==> src/rtl/plfb_pkg.sv <==
package plfb_pkg;

    localparam int PAGES_DEF  = 8;
    localparam int COLS       = 128;
    localparam int COL_W      = 7;
    localparam int PG_W       = 3;
    localparam int Q_DEPTH    = 2;
    localparam int FONT_FIRST = 32;
    localparam int FONT_COUNT = 100;

    localparam logic [7:0] LCD_PAGE_CMD  = 8'hB0;
    localparam logic [7:0] LCD_COLH_CMD  = 8'h10;
    localparam logic [7:0] LCD_COLL_MASK = 8'h0F;

    typedef enum logic [1:0] {
        CMD_PIXEL = 2'd0,
        CMD_POS   = 2'd1,
        CMD_CHAR  = 2'd2,
        CMD_NONE  = 2'd3
    } t_cmd;

    typedef enum logic [1:0] {
        OP_CLEAR  = 2'd0,
        OP_SET    = 2'd1,
        OP_INVERT = 2'd2,
        OP_KEEP   = 2'd3
    } t_pix_op;

    // One decoded command, as it waits between front and back.
    typedef struct packed {
        t_cmd              cmd;
        logic [PG_W-1:0]   page;
        logic [COL_W-1:0]  col;
        logic [2:0]        bitpos;
        t_pix_op           op;
        logic [39:0]       glyph;   // column 0 in bits 39:32
    } t_item;

    typedef struct packed {
        logic clearing;
        logic emitting;
    } t_back_status;

    localparam logic [39:0] FONT_ROM [FONT_COUNT] = '{
        40'h0000000000, 40'h00004F0000, 40'h0007000700,
        40'h147F147F14, 40'h242A7F2A12, 40'h2313086462,
        40'h3649552240, 40'h0005030000, 40'h001C224100,
        40'h0041221C00, 40'h14083E0814, 40'h08083E0808,
        40'h0050300000, 40'h0808080808, 40'h0060600000,
        40'h2010080402,
        40'h3E5149453E, 40'h00427F4000, 40'h4261514946,
        40'h2141454B31, 40'h1814127F10, 40'h2745454539,
        40'h3C4A494930, 40'h0171090503, 40'h3649494936,
        40'h064949291E,
        40'h0036360000, 40'h0056360000, 40'h0814224100,
        40'h1414141414, 40'h0041221408, 40'h020151093E,
        40'h324979413E,
        40'h7E1111117E, 40'h7F49494936, 40'h3E41414122,
        40'h7F4141221C, 40'h7F49494941, 40'h7F09090901,
        40'h3E4149493A, 40'h7F0808087F, 40'h00417F4100,
        40'h2040413F01, 40'h7F08142241, 40'h7F40404040,
        40'h7F020C027F, 40'h7F0408107F, 40'h3E4141413E,
        40'h7F09090906, 40'h3E4151215E, 40'h7F09192946,
        40'h4649494931, 40'h01017F0101, 40'h3F4040403F,
        40'h1F2040201F, 40'h3F4070403F, 40'h6314081463,
        40'h0708700807, 40'h6151494543,
        40'h007F414100, 40'h0204081020, 40'h0041417F00,
        40'h0402010204, 40'h4040404040, 40'h0001020400,
        40'h2054545478, 40'h7F44444438, 40'h3844444420,
        40'h384444487F, 40'h3854545418, 40'h087E090102,
        40'h0C5252523E, 40'h7F08040478, 40'h00447D4000,
        40'h2040443D00, 40'h7F10284400, 40'h00417F4000,
        40'h7C04180478, 40'h7C08040478, 40'h3844444438,
        40'h7C14141408, 40'h081414187C, 40'h7C08040408,
        40'h4854545420, 40'h043F444020, 40'h3C4040207C,
        40'h1C2040201C, 40'h3C4020403C, 40'h4428102844,
        40'h0C5050503C, 40'h4464544C44,
        40'h0008364100, 40'h00007F0000, 40'h0041360800,
        40'h0C041C1018, 40'h0000000000,
        40'h08082A1C08, 40'h081C2A0808, 40'h0705070000,
        40'h0000000000
    };

    // Glyph of a character; codes without a glyph give a blank cell.
    function automatic logic [39:0] glyph_of(input logic [7:0] code);
        logic [7:0] offs;
        offs = code - 8'(FONT_FIRST);
        if (code >= 8'(FONT_FIRST) && code < 8'(FONT_FIRST + FONT_COUNT)) begin
            return FONT_ROM[offs[6:0]];
        end
        return 40'h0;
    endfunction

    // Fold a page number into 0..pages-1 by repeated subtraction.
    function automatic logic [PG_W-1:0] page_mod(input logic [PG_W-1:0] page,
                                                 input logic [3:0] pages);
        logic [3:0] v;
        v = {1'b0, page};
        for (int k = 0; k < 8; k++) begin
            if (v >= pages) begin
                v = v - pages;
            end
        end
        return v[PG_W-1:0];
    endfunction

endpackage

==> src/rtl/plfb_queue.sv <==
module plfb_queue (
    input  logic            i_clk,
    input  logic            i_rst_n,
    input  logic            i_push,
    input  plfb_pkg::t_item i_item,
    output logic            o_full,
    input  logic            i_pop,
    output logic            o_valid,
    output plfb_pkg::t_item o_item
);
    import plfb_pkg::*;

    localparam int PTR_W = (Q_DEPTH > 1) ? $clog2(Q_DEPTH) : 1;
    localparam int CNT_W = $clog2(Q_DEPTH + 1);

    t_item              r_mem [Q_DEPTH];
    logic [PTR_W-1:0]   r_wr, n_wr;
    logic [PTR_W-1:0]   r_rd, n_rd;
    logic [CNT_W-1:0]   r_count, n_count;
    logic               do_push, do_pop;

    assign o_full  = (r_count == CNT_W'(Q_DEPTH));
    assign o_valid = (r_count != '0);
    assign o_item  = r_mem[r_rd];

    assign do_push = i_push && !o_full;
    assign do_pop  = i_pop && o_valid;

    always_comb begin
        n_wr    = r_wr;
        n_rd    = r_rd;
        n_count = r_count;
        if (do_push) begin
            n_wr = (r_wr == PTR_W'(Q_DEPTH - 1)) ? '0 : r_wr + 1'b1;
        end
        if (do_pop) begin
            n_rd = (r_rd == PTR_W'(Q_DEPTH - 1)) ? '0 : r_rd + 1'b1;
        end
        if (do_push && !do_pop) begin
            n_count = r_count + 1'b1;
        end else if (do_pop && !do_push) begin
            n_count = r_count - 1'b1;
        end
    end

    always_ff @(posedge i_clk) begin
        if (do_push) begin
            r_mem[r_wr] <= i_item;
        end
    end

    always_ff @(posedge i_clk) begin
        if (!i_rst_n) begin
            r_wr    <= '0;
            r_rd    <= '0;
            r_count <= '0;
        end else begin
            r_wr    <= n_wr;
            r_rd    <= n_rd;
            r_count <= n_count;
        end
    end

endmodule

==> config.mk <==
export PLATFORM = sky130hd
export DESIGN_NAME = plfb_queue
export DESIGN_NICKNAME = d
export VERILOG_FILES = /design/src/rtl/plfb_pkg.sv /design/src/rtl/plfb_queue.sv
export SDC_FILE = /design/constraint.sdc
export NUM_CORES = 1
export LEC_CHECK = 0
export BUFFER_PORTS_ARGS = -buffer_cell sky130_fd_sc_hd__buf_2
export CORE_MARGIN = 2
export CORE_UTILIZATION = 30
export DETAILED_ROUTE_END_ITERATION = 8
export PLACE_DENSITY = 0.51
export SYNTH_ARGS = -nofsm -noshare
export SYNTH_HDL_FRONTEND = slang
export SYNTH_SLANG_ARGS = --single-unit
export TNS_END_PERCENT = 10
==> constraint.sdc <==
create_clock -name i_clk -period 9.1 [get_ports i_clk]
set_input_delay 0.91 -clock i_clk [delete_from_list [all_inputs] [get_ports i_clk]]
set_output_delay 0.91 -clock i_clk [all_outputs]
set_load 0.02 [all_outputs]
==> results of run 1 <==
## stage by stage
stage / power, uW / hold WS, ns / worst slack [ns] / std cells
global route: 1890 / 0.573 / 5.87 / 534
finish: 1800 / 0.525 / 6.05 / 534
detailed placement: 1160 / 0.513 / 6.02 / 502
floorplan: 1020 / 0.479 / 5.40 / 202
global placement: 1150 / 0.497 / 6.05 / 502
CTS: 1840 / 0.521 / 5.96 / 534
## sequential cells by signal, indices dropped and copies added, names as in the netlist, named ones only
register,flops
r_wr,1
r_mem,114
r_count,2
r_rd,1
## routing by layer
layer,GRT usage,wire (um),up-vias
met1,0.126,3530,1113
met5,0,0,-
li1,-,-,1068
met2,0.162,3720,78
met3,0.0554,517,6
met4,0.0436,82,0
## worst min path at each step
stage	slack [ns]	end	startpoint
floorplan	0.48	r_count[1]	r_count[1]
global placement	0.50	r_count[1]	r_count[1]
detailed placement	0.51	r_count[1]	r_count[1]
CTS	0.52	r_count[1]	r_count[1]
global route	0.57	r_count[1]	r_count[1]
finish	0.52	r_count[1]	r_count[1]
## Yosys cell counts (all sizes together)
| master | number | area share |
|---|---|---|
| nor2 | 1 | 0.00086 |
| and3 | 1 | 0.0014 |
| mux2 | 57 | 0.15 |
| o21ai | 2 | 0.0023 |
| nand2b | 1 | 0.0014 |
| or3 | 1 | 0.0014 |
| inv | 2 | 0.0017 |
| o21a | 1 | 0.0017 |
| buf | 6 | 0.012 |
| xnor2 | 2 | 0.0040 |
| ha | 1 | 0.0029 |
| a21boi | 2 | 0.0035 |
| edfxtp | 114 | 0.79 |
| nor3 | 1 | 0.0023 |
| and2 | 3 | 0.0043 |
| dfxtp | 5 | 0.023 |
| or2 | 1 | 0.0014 |
| xor2 | 1 | 0.0020 |
## critical path: stages, from the launching register on
cell and delay, ns:
dfxtp_2 0.53, buf_4 0.60, mux2_2 0.42, buf_2 0.16
## layout make-up
cell class | count | area (um2)
flip-flops and latches | 119 | 3520
inverters | 2 | 7.51
fillers | 1362 | 8620
clock buffers | 20 | 437
repair buffers | 122 | 618
multi-input cells | 75 | 778
well taps | 184 | 230
clock inverters | 12 | 158
## power breakdown
group          switching (uW)  internal, uW
logic                     257           160
clock network             215           452
registers                26.5           691
## cells by family (layout without fill, tap and decap cells)
family,Yosys count,in the layout,synth area share
flip-flops,119,119,0.809
multiplexers,57,57,0.147
AND/OR/NAND/NOR,9,9,0.0132
buffers and inverters,8,156,0.0135
AO/OA/AOI/OAI,5,5,0.00747
XOR/XNOR,3,3,0.00604
adder cells (fa/ha/maj),1,1,0.00287
==> flow_summary.toml, run 1 <==
[status]
status = "finished, final reports clean"

[sta]
period_needed_ns = 3.05
slew-limit-headroom = 0.226
setup_viol = 0
fmax_mhz = 328
hold_viol = 0
setup_tns_ns = 0
rsz0062_at_grt = "no"
finalClockSkew_ns = 0.00974
finalMaxSlewViolations = 0
fin_crit_sh = 0.335
tightest_slew_ns = 1.16

[critical_path]
r2r_start = "r_count[0]"
cp_data_arrival_time_ns = 2.14
critPathCaptureType = "output pin"
crit_path_max_fanout = 44
reg2reg_slack_ns = 6.56
worst_setup_path_start_kind = "flip-flop"
r2r-end = "r_mem[0][30]"
crit_type = "flip-flop to output pin"
rr_worst_depth = 4
cp-endpoint = "o_item[42]"
required_ns = 8.19

[floorplan]
die_area_um2 = 15500
die_h_um = 124
pin_count = 120
die_x_um = 124
rows = 44
coreArea_um2 = 14400
floorplan.initialDensity = 0.303

[grt]
grtUsageTotal = 0.106
grt_pass1_vias = 2388
grt_max_degree = 45
antenna_found_initial = 0
overflow = 0
grt_pass1_wl_um = 12200

[layout]
layout_commonest_cell = "buf_2"
fin_nets = 399
layout_common_cells = "119 x buf_2, 114 x edfxtp_1, 30 x mux2_1"
area_delta_synth_final_pct = 32.2
drive_gt1_frac = 0.511
utilization = 0.400
design_area_um2 = 5750
antenna_cells = 0

[hold_path]
min_path_cells = 2
hold_class = "flip-flop to flip-flop"

[drt]
wl_um = 7840
drcViolationCount = 0
ant_nets = 0
firstDrtPassIters = 5
drtIter0Drc = 84
vias = 2265
wl_per_cell_um = 14.7
avgViaCountPerCell = 4.24

[flow_run]
cap_violations = 0

[placed_design]
gp_congestion = 0.645
port_buffers = 119
placed_area_um2 = 5160
dp.final_hpwl_um = 4920

[synthesis]
avgSynthCellArea_um2 = 21.5
synth_cell_types = 24
yosysSeqAreaShare = 0.809
syn_inst = 202
synth_area_um2 = 4350
yosysWarnings = 0
synth_nets = 264
ys_seq_elements = 119

[clock_tree]
clk_latency_ns = 0.41
cts_htree_levels = 4
post_cts.repair.setup_buffers = 0
postCtsHoldBufs = 0
root_buffer = "clkbuf_16"
cts_resized = 0
tritoncts = "done"
clkTransAtPathRegs_ns = 0.05
cts_buffers = 17
clock_path_buffers = 2
clock_sinks = 119

[power]
ir_drop_mv = 0.130
p_leak_uw = 0.00216
powerDensity_nw_per_um2 = 313
(Power assumes the default switching activity.)
==> run 2, diff against run 1 <==
clock period = 2.89 ns   (was 9.1 ns; I/O delays follow)
==> run 2 against run 1 <==
Net effect:
- combinational power rose to 3.2 times the previous value
- global-route usage is essentially flat
- sequential power rose to 3.1 times the previous value
- sequential cell count unchanged
- wire length down 1.3%
- clock skew down 0.0056 ns
- clock power grew to 3.4 times the previous value
- worst hold slack worse by 0.46 ns
- sequential share of layout area decreased by 0.74 points
- power grew to 3.2 times the previous value
- largest cell class unchanged
- largest power group is now clock
==> flow_summary.toml, run 2 (synthesized netlist as in run 1, its figures left out) <==
[power]
power.share.clock = 0.385
seqPwrFrac = 0.383
ir_drop_mv = 0.441
p_leak_uw = 0.00218
design_power_total_uw = 5810
p_int_uw = 4210
switchingPower_uw = 1610
switching_share = 0.277
powerDensity_nw_per_um2 = 998
comb_power_share = 0.232

[critical_path]
slowest_delay_ns = 0.40
path_cells = "buf_4 -> mux2_2 -> buf_2"
critPathCaptureType = "output pin"
crit_slowest_cell = "mux2_2"
crit_type = "flip-flop to output pin"
required_ns = 2.60
reg2reg_slack_ns = 1.32
worst_setup_path_start_kind = "flip-flop"
r2r_start = "r_count[0]"
cp_data_arrival_time_ns = 1.69
cp_num_buf_inv = 2
crit_path_max_fanout = 32
cp_top_family = "buffers and inverters"

[clock_tree]
root_buffer = "clkbuf_16"
cts_buffers = 17
clock_sinks = 119
clock_path_buffers = 2
cts_htree_levels = 4
post_cts.repair.setup_buffers = 0
cts_resized = 0
clkTransAtPathRegs_ns = 0.06
tritoncts = "done"
postCtsHoldBufs = 0
clk_latency_ns = 0.41

[layout]
layout_commonest_cell = "buf_2"
top_regs = "r_mem: 114 flops, r_count: 2 flops"
largest_reg_flops = 114
seqCellArea_um2 = 3520
area_delta_synth_final_pct = 33.8
largest-register = "r_mem"
layout_common_cells = "119 x buf_2, 114 x edfxtp_1, 30 x mux2_1"
drive_gt1_frac = 0.526
fin_nets = 401
multiInputGateArea_um2 = 778
fillerInstances = 1313
utilization = 0.405

[drt]
wl_um = 7740
drcViolationCount = 0
firstDrtPassIters = 4
wl_per_cell_um = 14.4
vias = 2290
avgViaCountPerCell = 4.26
ant_nets = 0
drtIter0Drc = 103

[floorplan]
die_h_um = 124
floorplan.initialDensity = 0.303
coreArea_um2 = 14400
pin_count = 120
die_area_um2 = 15500
die_x_um = 124
rows = 44

[sta]
fin_crit_sh = 0.684
period_needed_ns = 1.98
whs_ns = 0.0637
finalClockSkew_ns = 0.00411
fmax_mhz = 506
tightest_slew_ns = 0.449
slew-limit-headroom = 0.700
hold_viol = 0
rsz0062_at_grt = "no"
setup_viol = 0
finalMaxSlewViolations = 0
setup_tns_ns = 0

[grt]
grt_max_degree = 58
grtUsageTotal = 0.107
overflow = 0
grt_pass1_wl_um = 12200
antenna_found_initial = 1
grt_pass1_vias = 2380

[flow_run]
cap_violations = 0

[hold_path]
min_from = "i_item[55]"
hold_class = "input pin to flip-flop"

[placed_design]
dp.final_hpwl_um = 4860
gp_congestion = 0.663
port_buffers = 119

[status]
status = "finished, final reports clean"
## run 2: stage by stage
stage / cell area (um2) / worst slack, ns / std cells
finish: 5820 / 0.913 / 537
floorplan: 4360 / 0.459 / 202
global placement: 5190 / 1.33 / 504
CTS: 5820 / 0.867 / 536
detailed placement: 5190 / 1.31 / 504
global route: 5820 / 0.815 / 536
## run 2: routing by layer
metal	vias to the layer above	share of wire	track usage
met4	0	0.025	0.0595
met5	-	0	0
met1	1116	0.42	0.122
met3	18	0.076	0.0511
met2	83	0.48	0.164
li1	1073	-	-
## run 2: final timing paths
kind	to	depth (start not counted)
max	o_item[40]	3
min	r_mem[0][55]	1
max reg2reg	r_count[1]	6
min reg2reg	r_count[1]	2
## run 2: area by class of cell
| cell class | count | area share |
|---|---|---|
| well taps | 184 | 0.0395 |
| flip-flops and latches | 119 | 0.605 |
| diodes | 1 | 0.000430 |
| clock inverters | 15 | 0.0359 |
| multi-input cells | 75 | 0.134 |
| inverters | 2 | 0.00129 |
| repair buffers | 124 | 0.111 |
| clock buffers | 17 | 0.0731 |
## run 2: power by group through the flow
stage | logic (uW) | clock network, uW | registers [uW]
after floorplan | 961 | 0 | 2260
after global placement | 1380 | 0 | 2260
after detailed placement | 1370 | 0 | 2260
after CTS | 1380 | 2300 | 2230
after global routing | 1460 | 2380 | 2250
final | 1350 | 2240 | 2230
## run 2: worst reg2reg max path: stages (launching register included)
cell and delay [ns]:
dfxtp_1 0.40, nand2b_1 0.18, inv_2 0.07, nor2_1 0.10, ha_1 0.26, or3_1 0.35, a21boi_1 0.14
==> run 3, diff against run 2 <==
clock period = 2 ns   (was 2.89 ns; I/O delays follow)
==> run 3 against run 2 <==
Net effect:
- final area is 10% higher
- sequential cell count is the same
- global-route usage is 0.76 points higher
- non-clock buffer count up 59
- core utilization grew 4.1 points
- worst hold slack worse by 0.0029 ns
- register-to-register slack worse by 0.85 ns
- highest routed layer unchanged
==> flow_summary.toml, run 3 (synthesized netlist as in run 1, its figures left out) <==
[status]
status = "finished, final reports clean"

[power]
p_int_uw = 5950
switchingPower_uw = 2360
ir_drop_mv = 0.755
comb_power_share = 0.258
power.share.clock = 0.349
p_leak_uw = 0.00243
powerDensity_nw_per_um2 = 1290
switching_share = 0.284
design_power_total_uw = 8310
seqPwrFrac = 0.393

[critical_path]
required_ns = 1.80
worst_setup_path_start_kind = "flip-flop"
crit_path_max_fanout = 18
r2r_start = "r_count[1]"
r2r-end = "r_count[1]"
crit_type = "flip-flop to output pin"
reg2reg_slack_ns = 0.47
cp_data_arrival_time_ns = 1.69
critPathCaptureType = "output pin"
rr_worst_depth = 6

[hold_path]
min_to = "r_wr"
hold_class = "input pin to flip-flop"
min_from = "i_rst_n"
min_path_cells = 2

[floorplan]
pin_count = 120
die_h_um = 124
coreArea_um2 = 14400
rows = 44
die_x_um = 124
die_area_um2 = 15500
floorplan.initialDensity = 0.303

[sta]
finalMaxSlewViolations = 0
tightest_slew_ns = 0.368
hold_viol = 0
setup_viol = 0
fin_crit_sh = 0.944
period_needed_ns = 1.89
rsz0062_at_grt = "no"
slew-limit-headroom = 0.755
fmax_mhz = 530
finalClockSkew_ns = 0.00823

[drt]
drtIter0Drc = 100
wl_um = 8450
firstDrtPassIters = 4
drcViolationCount = 0
wl_per_cell_um = 14.2
ant_nets = 0
vias = 2502
avgViaCountPerCell = 4.20

[layout]
layout_commonest_cell = "buf_2"
area_delta_synth_final_pct = 47.4
largest_reg_flops = 114
top_regs = "r_mem: 114 flops, r_count: 2 flops"
largest-register = "r_mem"
layout_common_cells = "119 x buf_2, 114 x edfxtp_1, 57 x dlygate4sd3_1"
drive_gt1_frac = 0.460
layout.cells.non_filler = 596
fin_nets = 460

[clock_tree]
cts_resized = 0
clkTransAtPathRegs_ns = 0.05
cts_htree_levels = 4
clock_sinks = 119
clock_path_buffers = 2
root_buffer = "clkbuf_16"
tritoncts = "done"
cts_buffers = 17
clk_latency_ns = 0.41

[grt]
grt_pass1_wl_um = 13400
grt_pass1_vias = 2651
grt_max_degree = 44
grtUsageTotal = 0.114
antenna_found_initial = 1
overflow = 0

[placed_design]
gp_congestion = 0.665
dp.final_hpwl_um = 5220
port_buffers = 119
dp.cells = 506

[flow_run]
cap_violations = 0
## run 3: timing repair
action                    4_1_cts  5_1_grt
hold buffers                   57        0
setup buffers                   0        0
hold endpoints to repair      114        0
## run 3: power by group through the flow
| stage | Sequential (uW) | Clock [uW] | Combinational (uW) |
|---|---|---|---|
| final | 3270 | 2900 | 2140 |
| after detailed placement | 3320 | 0 | 2110 |
| after floorplan | 3270 | 0 | 1400 |
| after global placement | 3310 | 0 | 2100 |
| after global routing | 3300 | 3090 | 2300 |
| after CTS | 3270 | 2980 | 2200 |
## run 3: per-stage QoR
stage / hold WS, ns / utilization / worst slack (ns) / instance area (um2) / TNS, ns
2_1_floorplan: 0.299 / - / -0.391 / 4370 / -40.87
3_3_place_gp: 0.389 / 0.367 / 0.503 / 5280 / 0
3_5_place_dp: 0.392 / 0.367 / 0.487 / 5280 / 0
4_1_cts: 0.0369 / 0.446 / 0.0480 / 6410 / 0
5_1_grt: 0.0555 / 0.446 / 0.0267 / 6410 / 0
6_report: 0.0608 / 0.447 / 0.111 / 6420 / 0
## run 3: area by class of cell
cell class | instances | area [um2]
antenna | 1 | 2.50
clock buffer | 22 | 464
timing repair buffer | 183 | 1290
multi-input combinational | 75 | 786
fill | 1287 | 7950
sequential | 119 | 3530
tap | 184 | 230
inverter | 2 | 10.0
clock inverter | 10 | 105
## run 3: metal layers
layer	GRT usage	up-vias	part of all wire
li1	-	1188	-
met1	0.128	1229	0.43
met2	0.182	74	0.49
met3	0.0498	11	0.060
met4	0.0635	0	0.018
met5	0	-	0
## run 3: worst max-delay path: stages (launching register included)
cell,delay [ns]
dfxtp_2,0.55
buf_12,0.22
mux2_2,0.35
buf_2,0.16
## run 3: worst max-delay path by stage
stage | endpoint | slack, ns | depth (start not counted)
4_1_cts | o_item[34] | 0.05 | 3
3_3_place_gp | o_item[34] | 0.50 | 3
5_1_grt | o_item[19] | 0.03 | 3
2_1_floorplan | r_mem[0][0] | -0.39 | 3
3_5_place_dp | r_count[1] | 0.49 | 6
6_report | o_item[34] | 0.11 | 3
